===== config.mk =====
export PLATFORM = sky130hd
export DESIGN_NAME = psvu_div
export DESIGN_NICKNAME = d
export VERILOG_FILES = /design/src/hdl/particle_swarm_velocity_update_unit_assert.svh /design/src/hdl/psvu_pkg.sv /design/src/hdl/psvu_div.sv
export SDC_FILE = /design/constraint.sdc
export NUM_CORES = 2
export LEC_CHECK = 0
export ABC_AREA = 1
export BUFFER_PORTS_ARGS = -buffer_cell sky130_fd_sc_hd__buf_4
export CAP_MARGIN = 20
export CORE_MARGIN = 3
export CORE_UTILIZATION = 45
export CTS_BUF_LIST = sky130_fd_sc_hd__clkbuf_16
export CTS_CLUSTER_DIAMETER = 50
export CTS_CLUSTER_SIZE = 24
export DETAILED_ROUTE_END_ITERATION = 8
export MAX_ROUTING_LAYER = met4
export PLACE_DENSITY = 0.74
export SLEW_MARGIN = 15
export SYNTH_ARGS = -nofsm -noshare
export SYNTH_HDL_FRONTEND = slang
export SYNTH_SLANG_ARGS = --single-unit

===== constraint.sdc =====
create_clock -name clk_i -period 8.4 [get_ports clk_i]
set_clock_uncertainty 0.15 [all_clocks]
set_input_delay 1.68 -clock clk_i [delete_from_list [all_inputs] [get_ports clk_i]]
set_output_delay 1.68 -clock clk_i [all_outputs]
set_load 0.05 [all_outputs]

===== src/hdl/particle_swarm_velocity_update_unit_assert.svh =====
// Assertion macros for the particle swarm velocity update unit.
// Expects clk_i and rst_ni in the scope of the module that uses them.
`ifndef PARTICLE_SWARM_VELOCITY_UPDATE_UNIT_ASSERT_SVH
`define PARTICLE_SWARM_VELOCITY_UPDATE_UNIT_ASSERT_SVH

// same-cycle implication
`define PSVU_ASSERT_NOW(lbl, ante, cons) \
  lbl: assert property (@(posedge clk_i) disable iff (!rst_ni) (ante) |-> (cons)) \
    else $error("psvu assertion failed");

// next-cycle implication
`define PSVU_ASSERT_NEXT(lbl, ante, cons) \
  lbl: assert property (@(posedge clk_i) disable iff (!rst_ni) (ante) |=> (cons)) \
    else $error("psvu assertion failed");

`endif


===== src/hdl/psvu_pkg.sv =====
// Shared constants, types and helpers of the particle swarm velocity update unit.
// No dependencies; used by psvu_div and the top level.
`timescale 1ns / 1ps

package psvu_pkg;

  localparam int VAL_W       = 32;
  localparam int COEF_W      = 16;
  localparam int SCALE_W     = 17;
  localparam int ADDR_W      = 5;
  localparam int DATA_W      = 32;
  localparam int K_W         = 20;
  localparam int DELTA_W     = VAL_W + 1;
  localparam int PULL_W      = K_W + 1 + DELTA_W;
  localparam int PSUM_W      = PULL_W - 16 + 1;
  localparam int LPROD_W     = SCALE_W + VAL_W;
  localparam int DIV_STEPS   = 4;
  localparam int DIV_STAGES  = VAL_W / DIV_STEPS;
  localparam int CAR_DEPTH   = DIV_STAGES - 1;
  localparam int PIPE_DEPTH  = DIV_STAGES + 6;

  localparam logic [2:0] REG_INERTIA_START = 3'd0;
  localparam logic [2:0] REG_INERTIA_END   = 3'd1;
  localparam logic [2:0] REG_MAX_EPOCH     = 3'd2;
  localparam logic [2:0] REG_COGNITIVE     = 3'd3;
  localparam logic [2:0] REG_SOCIAL        = 3'd4;
  localparam logic [2:0] REG_VEL_SCALE     = 3'd5;

  localparam logic [COEF_W-1:0]  RST_INERTIA_START = 16'd16384;
  localparam logic [COEF_W-1:0]  RST_INERTIA_END   = 16'd6554;
  localparam logic [COEF_W-1:0]  RST_MAX_EPOCH     = 16'd100;
  localparam logic [COEF_W-1:0]  RST_COGNITIVE     = 16'd8192;
  localparam logic [COEF_W-1:0]  RST_SOCIAL        = 16'd8192;
  localparam logic [SCALE_W-1:0] RST_VEL_SCALE     = 17'd13107;
  localparam logic [SCALE_W-1:0] SCALE_ONE         = 17'd65536;

  localparam logic [1:0] HIT_NONE = 2'd0;
  localparam logic [1:0] HIT_MIN  = 2'd1;
  localparam logic [1:0] HIT_MAX  = 2'd2;

  localparam logic signed [VAL_W-1:0] VAL_MAX = {1'b0, {(VAL_W-1){1'b1}}};
  localparam logic signed [VAL_W-1:0] VAL_MIN = {1'b1, {(VAL_W-1){1'b0}}};

  typedef struct packed {
    logic [COEF_W-1:0] rem;
    logic [VAL_W-1:0]  nq;
  } div_t;

  typedef struct packed {
    logic [VAL_W-1:0]          num;
    logic [COEF_W-1:0]         den;
    logic [K_W-1:0]            kc;
    logic [K_W-1:0]            ks;
    logic signed [DELTA_W-1:0] dp;
    logic signed [DELTA_W-1:0] dg;
    logic [VAL_W-1:0]          span;
    logic [SCALE_W-1:0]        scale;
    logic                      neg;
    logic signed [VAL_W-1:0]   pos;
    logic signed [VAL_W-1:0]   vel;
    logic signed [VAL_W-1:0]   lo;
    logic signed [VAL_W-1:0]   hi;
  } s1_t;

  typedef struct packed {
    logic signed [PULL_W-1:0] pc;
    logic signed [PULL_W-1:0] ps;
    logic [LPROD_W-1:0]       lp;
    logic                     neg;
    logic signed [VAL_W-1:0]  pos;
    logic signed [VAL_W-1:0]  vel;
    logic signed [VAL_W-1:0]  lo;
    logic signed [VAL_W-1:0]  hi;
  } s2_t;

  typedef struct packed {
    logic signed [PSUM_W-1:0] psum;
    logic [VAL_W-1:0]         lim;
    logic                     neg;
    logic signed [VAL_W-1:0]  pos;
    logic signed [VAL_W-1:0]  vel;
    logic signed [VAL_W-1:0]  lo;
    logic signed [VAL_W-1:0]  hi;
  } car_t;

  function automatic div_t div_step(input logic [COEF_W-1:0] d, input div_t s);
    div_t             r;
    logic [COEF_W:0]  t;
    r = s;
    for (int i = 0; i < DIV_STEPS; i++) begin
      t    = {r.rem, r.nq[VAL_W-1]};
      r.nq = {r.nq[VAL_W-2:0], 1'b0};
      if (t >= {1'b0, d}) begin
        t       = t - {1'b0, d};
        r.nq[0] = 1'b1;
      end
      r.rem = t[COEF_W-1:0];
    end
    return r;
  endfunction

  function automatic logic signed [VAL_W-1:0] neg_sat(input logic signed [VAL_W-1:0] v);
    logic signed [VAL_W-1:0] r;
    r = (v == VAL_MIN) ? VAL_MAX : -v;
    return r;
  endfunction

endpackage


===== src/hdl/psvu_div.sv =====
// Pipelined restoring divider, four quotient bits per stage.
// Depends on psvu_pkg (div_t, div_step, stage count).
`timescale 1ns / 1ps

module psvu_div (
  input  logic                         clk_i,
  input  logic                         en_i,
  input  logic [psvu_pkg::VAL_W-1:0]   num_i,
  input  logic [psvu_pkg::COEF_W-1:0]  den_i,
  output logic [psvu_pkg::VAL_W-1:0]   quo_o
);

  psvu_pkg::div_t              st_q  [psvu_pkg::DIV_STAGES];
  logic [psvu_pkg::COEF_W-1:0] den_q [psvu_pkg::DIV_STAGES];
  psvu_pkg::div_t              first_d;

  always_comb begin
    first_d.rem = '0;
    first_d.nq  = num_i;
  end

  always_ff @(posedge clk_i) begin
    if (en_i) begin
      st_q[0]  <= psvu_pkg::div_step(den_i, first_d);
      den_q[0] <= den_i;
      for (int k = 1; k < psvu_pkg::DIV_STAGES; k++) begin
        st_q[k]  <= psvu_pkg::div_step(den_q[k-1], st_q[k-1]);
        den_q[k] <= den_q[k-1];
      end
    end
  end

  assign quo_o = st_q[psvu_pkg::DIV_STAGES-1].nq;

endmodule


# Yosys cells after proc, flatten, opt, wreduce, memory -nomap -nowiden
# Memory sizes are Yosys's and may differ from the RTL's.
# Cells that the tools add are included.
[classes]
add_sub_neg = 32
magnitude_cmp = 32
mux = 130
[op_table]
columns = ["cell", "n"]
rows = [
  ["two-way mux 16 bit", 64],
  [">= comparator 17 x 16 -> 1 bit", 31],
  ["subtractor 16 bit", 31],
  ["two-way mux 1 bit", 66],
  [">= comparator 1 x 16 -> 1 bit", 1],
  ["subtractor 1 x 16 -> 16 bit", 1],
]
[totals]
out_inout_bits = 32
n_memories = 2
reg_bits = 0
elab_cells = 196
input_bits = 50
ram_bits = 512
[memory_table]
columns = ["name", "words", "word_bits", "read_ports", "rd_clocked_by_memory_dff", "wr", "line_no", "rtl"]
rows = [
  ["st_q", 8, 48, 8, 0, 8, "psvu_div.sv:13", "psvu_pkg::div_t st_q [psvu_pkg::DIV_STAGES];"],
  ["den_q", 8, 16, 7, 0, 8, "psvu_div.sv:14", "logic [psvu_pkg::COEF_W-1:0] den_q [psvu_pkg::DIV_STAGES];"],
]

# Depth between registers and ports, before layout
# An unclocked memory read counts as a cell.
[depth]
depth_word = 13
ltp_mapped = 60
depth_no_buf = 56

# Worst setup path after synthesis
# No wires, ideal clock.
[synth_timing]
kind = "input to register"
startpoint = "in num_i[31] (netlist name)"
endpoint = "mem st_q[0][46] (netlist name) (data pin)"
path_slack_ps = 393
stages = 46
t_arrival_ps = 7601
required_ps = 7994
path_buffers = 2
setup_time_ps = 256
path_cell_list = "inv_1 ha_1 inv_1 ha_1 inv_1 o21ai_1 nand3_2 nor3_4 inv_1 nor2_1 ha_1 a21oi_1 nand2_1 a21oi_1 o21ai_1 nand2_1 nand2_1 nand2_1 (+10 left out) a21oi_1 nand2_2 inv_2 buf_4 nand2_1 nand2_1 inv_1 ha_1 a21o_1 inv_1 o21ai_0 a21oi_1 o21ai_0 a21boi_0 o21ai_0 xor2_1 nand2_1 o21ai_1"
[synth_lines]
columns = ["element", "line_no", "rtl"]
rows = [
  ["start: declaration", "psvu_div.sv:8", "input logic [psvu_pkg::VAL_W-1:0] num_i,"],
  ["end: declaration", "psvu_div.sv:13", ""],
]

==> reports/results.ini <==
[routing]
dr_total_vias=41526
wl_mm=131.4
drt_iter0_drc=3273
antenna_left=0
avgViaCountPerCell=5.362
drcViolationCount=0
wire_per_inst_um=16.97
first_pass_iters=7

[sta]
setup_viol=0
slew_viol_final=0
fin_setup_tns_ps=0
setup_ws_ps=440.7
slew_headroom=0.3709
max_freq_ghz=0.1256
worst_pin_slew_ps=943.7
period_share=0.9475
holdWs_ps=258.5
hold_viol_final=0
period_needed_ps=7959
rsz0062_at_grt=yes

[final_layout]
finalNonFillerCells=7745
fin_nets=6982
area.growth.synth_to_final_pct=17.61
drive_gt1_frac=0.1504

[cts]
cts.sinks=480
cts_buffers=66
hold_buffers=0
cts_buffer_depth=3
worstSkewPairLatency_ps=630
path_clk_slew_ps=70
cts_tree=yes
ctsRootBufferMaster=clkbuf_16
htreeDepth=3

[worst_setup_path]
path_class=reg2reg
path_max_fanout=16
crit_top_cell=nand2_1
cp_data_arrival_time_ps=8290
crit_slowest_cell=edfxtp_1
cp-end-kind=register
worstReg2RegStart=den_q[1][3]
start_kind=register
startpoint=den_q[1][3]
cpPeakStageDelay_ps=450
cp.required_ps=8730
reg2reg_slack_ps=440

[synth]
synth_seq_cells=480
seq_area_frac_synth=0.3196
netlist_instances=5905
synth_area_leader_cell=edfxtp_1
synth_edf_count=480
synthArstFlopShare=0
synth_cell_types=65
synth_flop_cell=edfxtp_1
synth_area_leaders=edfxtp_1, nand2_1, ha_1
syn_avg_cell_area_um2=7.638
synth_top_area_frac=0.3196
yosysWarningCount=0
synth_fp_nets=6483
syn_area_mm2=0.04510

[die]
dieArea_mm2=0.1041
die_w_um=322.6
start_util=0.4563
die_h_um=322.6
core-area_mm2=0.09885
num_io_pins=82
num_rows=115

[place]
place_congestion=0.9890
portBuffers=81
hpwlAfterDp_mm=104.9
dp_cells=7553
post-place-ws_ps=-293.9

[grt]
gr-usage-all-layers=0.2518
overflow=0
grtUsageMet2=0.4106
grt_pass1_vias=38946
antenna_found_initial=2
use_met3=0.02547
grt_max_degree=180
grt_first_pass_wirelength_mm=204.4
met1_usage=0.3234
busiest_layer=met2

[flow_run]
max-cap-violations=0

[min_path]
min_from=st_q[0][49]
hp-class=reg2reg

[run_status]
outcome=complete, no violations

-- cells in the mapped netlist, types with 6 or more instances --
master	number
o21bai_1	22
a21oi_1	408
xnor2_1	170
o211ai_1	8
a211oi_1	10
or2_2	23
nand2_4	11
a21o_1	33
nor3_1	41
nor2_1	269
buf_6	22
nand2_2	35
inv_1	701
nand3_4	7
xor2_1	198
nand2_1	1833
o2111ai_1	12
edfxtp_1	480
nand3b_1	19
inv_2	28
nor2_2	7
o21ai_0	257
o21ai_1	60
buf_4	54
nor4_1	24
nor2_4	11
nand3_1	371
fa_1	30
nand3_2	14
a31oi_1	30
a21boi_0	20
nand4_1	67
buf_2	30
o21ai_2	22
and3_1	6
ha_1	498
o21a_1	18
-- kinds of logic after synthesis --
logic type	Yosys count	synth area share
AO/OA/AOI/OAI	922	0.1143
flip-flops	480	0.3196
AND/OR/NAND/NOR	2761	0.2635
XOR/XNOR	368	0.07146
adder cells (fa/ha/maj)	528	0.1515
buffers and inverters	846	0.07967
-- placed cells by master, fill, tap and decap left out, drive strengths merged, types with 22 or more instances in the layout --
master / netlist / final
xnor2: 170 / 170
nor4: 24 / 24
nand2: 1882 / 1885
a31oi: 31 / 31
ha: 498 / 498
nand3: 392 / 394
clkbuf: 7 / 66
o21ai: 339 / 339
inv: 730 / 757
a21oi: 414 / 414
or2: 27 / 27
buf: 106 / 534
nor2: 288 / 288
clkinv: 3 / 23
a21o: 33 / 33
edfxtp: 480 / 480
fa: 30 / 30
xor2: 198 / 198
nor3: 44 / 44
nand4: 71 / 71
o21bai: 22 / 22
-- sequential cells by signal, summed over array words and instances (netlist names) --
signal,flops
st_q,368
den_q,112
-- area by class of cell --
type	count	area (um^2)
Tap cell	1287	1610
Multi-Input combinational cell	4585	27690
Fill cell	9319	45810
Sequential cell	480	14410
Timing Repair inverter	4	28.78
Inverter	733	2819
Timing Repair Buffer	534	4165
Clock inverter	54	664.4
Clock buffer	66	1652
Antenna cell	2	5.005
-- metal layers --
layer / vias up / part of all wire / routed length, um
li1: 20841 / - / -
met1: 19083 / 0.44 / 57950
met2: 1280 / 0.47 / 61350
met3: 322 / 0.051 / 6679
met4: 0 / 0.042 / 5457
met5: - / 0 / 0
-- timing repair --
item                                    in CTS  in global routing
gates resized for setup                      9                198
endpoints found under the setup margin      17                119
setup buffers                                0                 60
gates cloned                                 0                 10
pin swaps                                    0                 30
-- critical path, delay by kind of cell (launching register included) --
family / cells / cell delay [ps]
and+or+nand+nor: 25 / 2920
AOI/OAI and AO/OA: 9 / 1640
buffers and inverters: 10 / 1370
adders and majority gates: 4 / 1310
DFF: 1 / 450
-- per-stage QoR --
step             util  instance area [um^2]
3_3_place_gp   0.5013                 49560
6_report       0.5366                 53040
2_1_floorplan       -                 45100
5_1_grt        0.5366                 53040
4_1_cts        0.5250                 51890
3_5_place_dp   0.5013                 49560
-- worst paths after layout --
check | to | cells after the start
setup / recovery | st_q[0][142] | 48
hold / removal | st_q[0][101] | 0
hold reg to reg | st_q[0][101] | 0
setup reg to reg | st_q[0][142] | 48
Power is not shown: default switching activity piles up to over one toggle a cycle in this logic, so the estimate is an artifact.
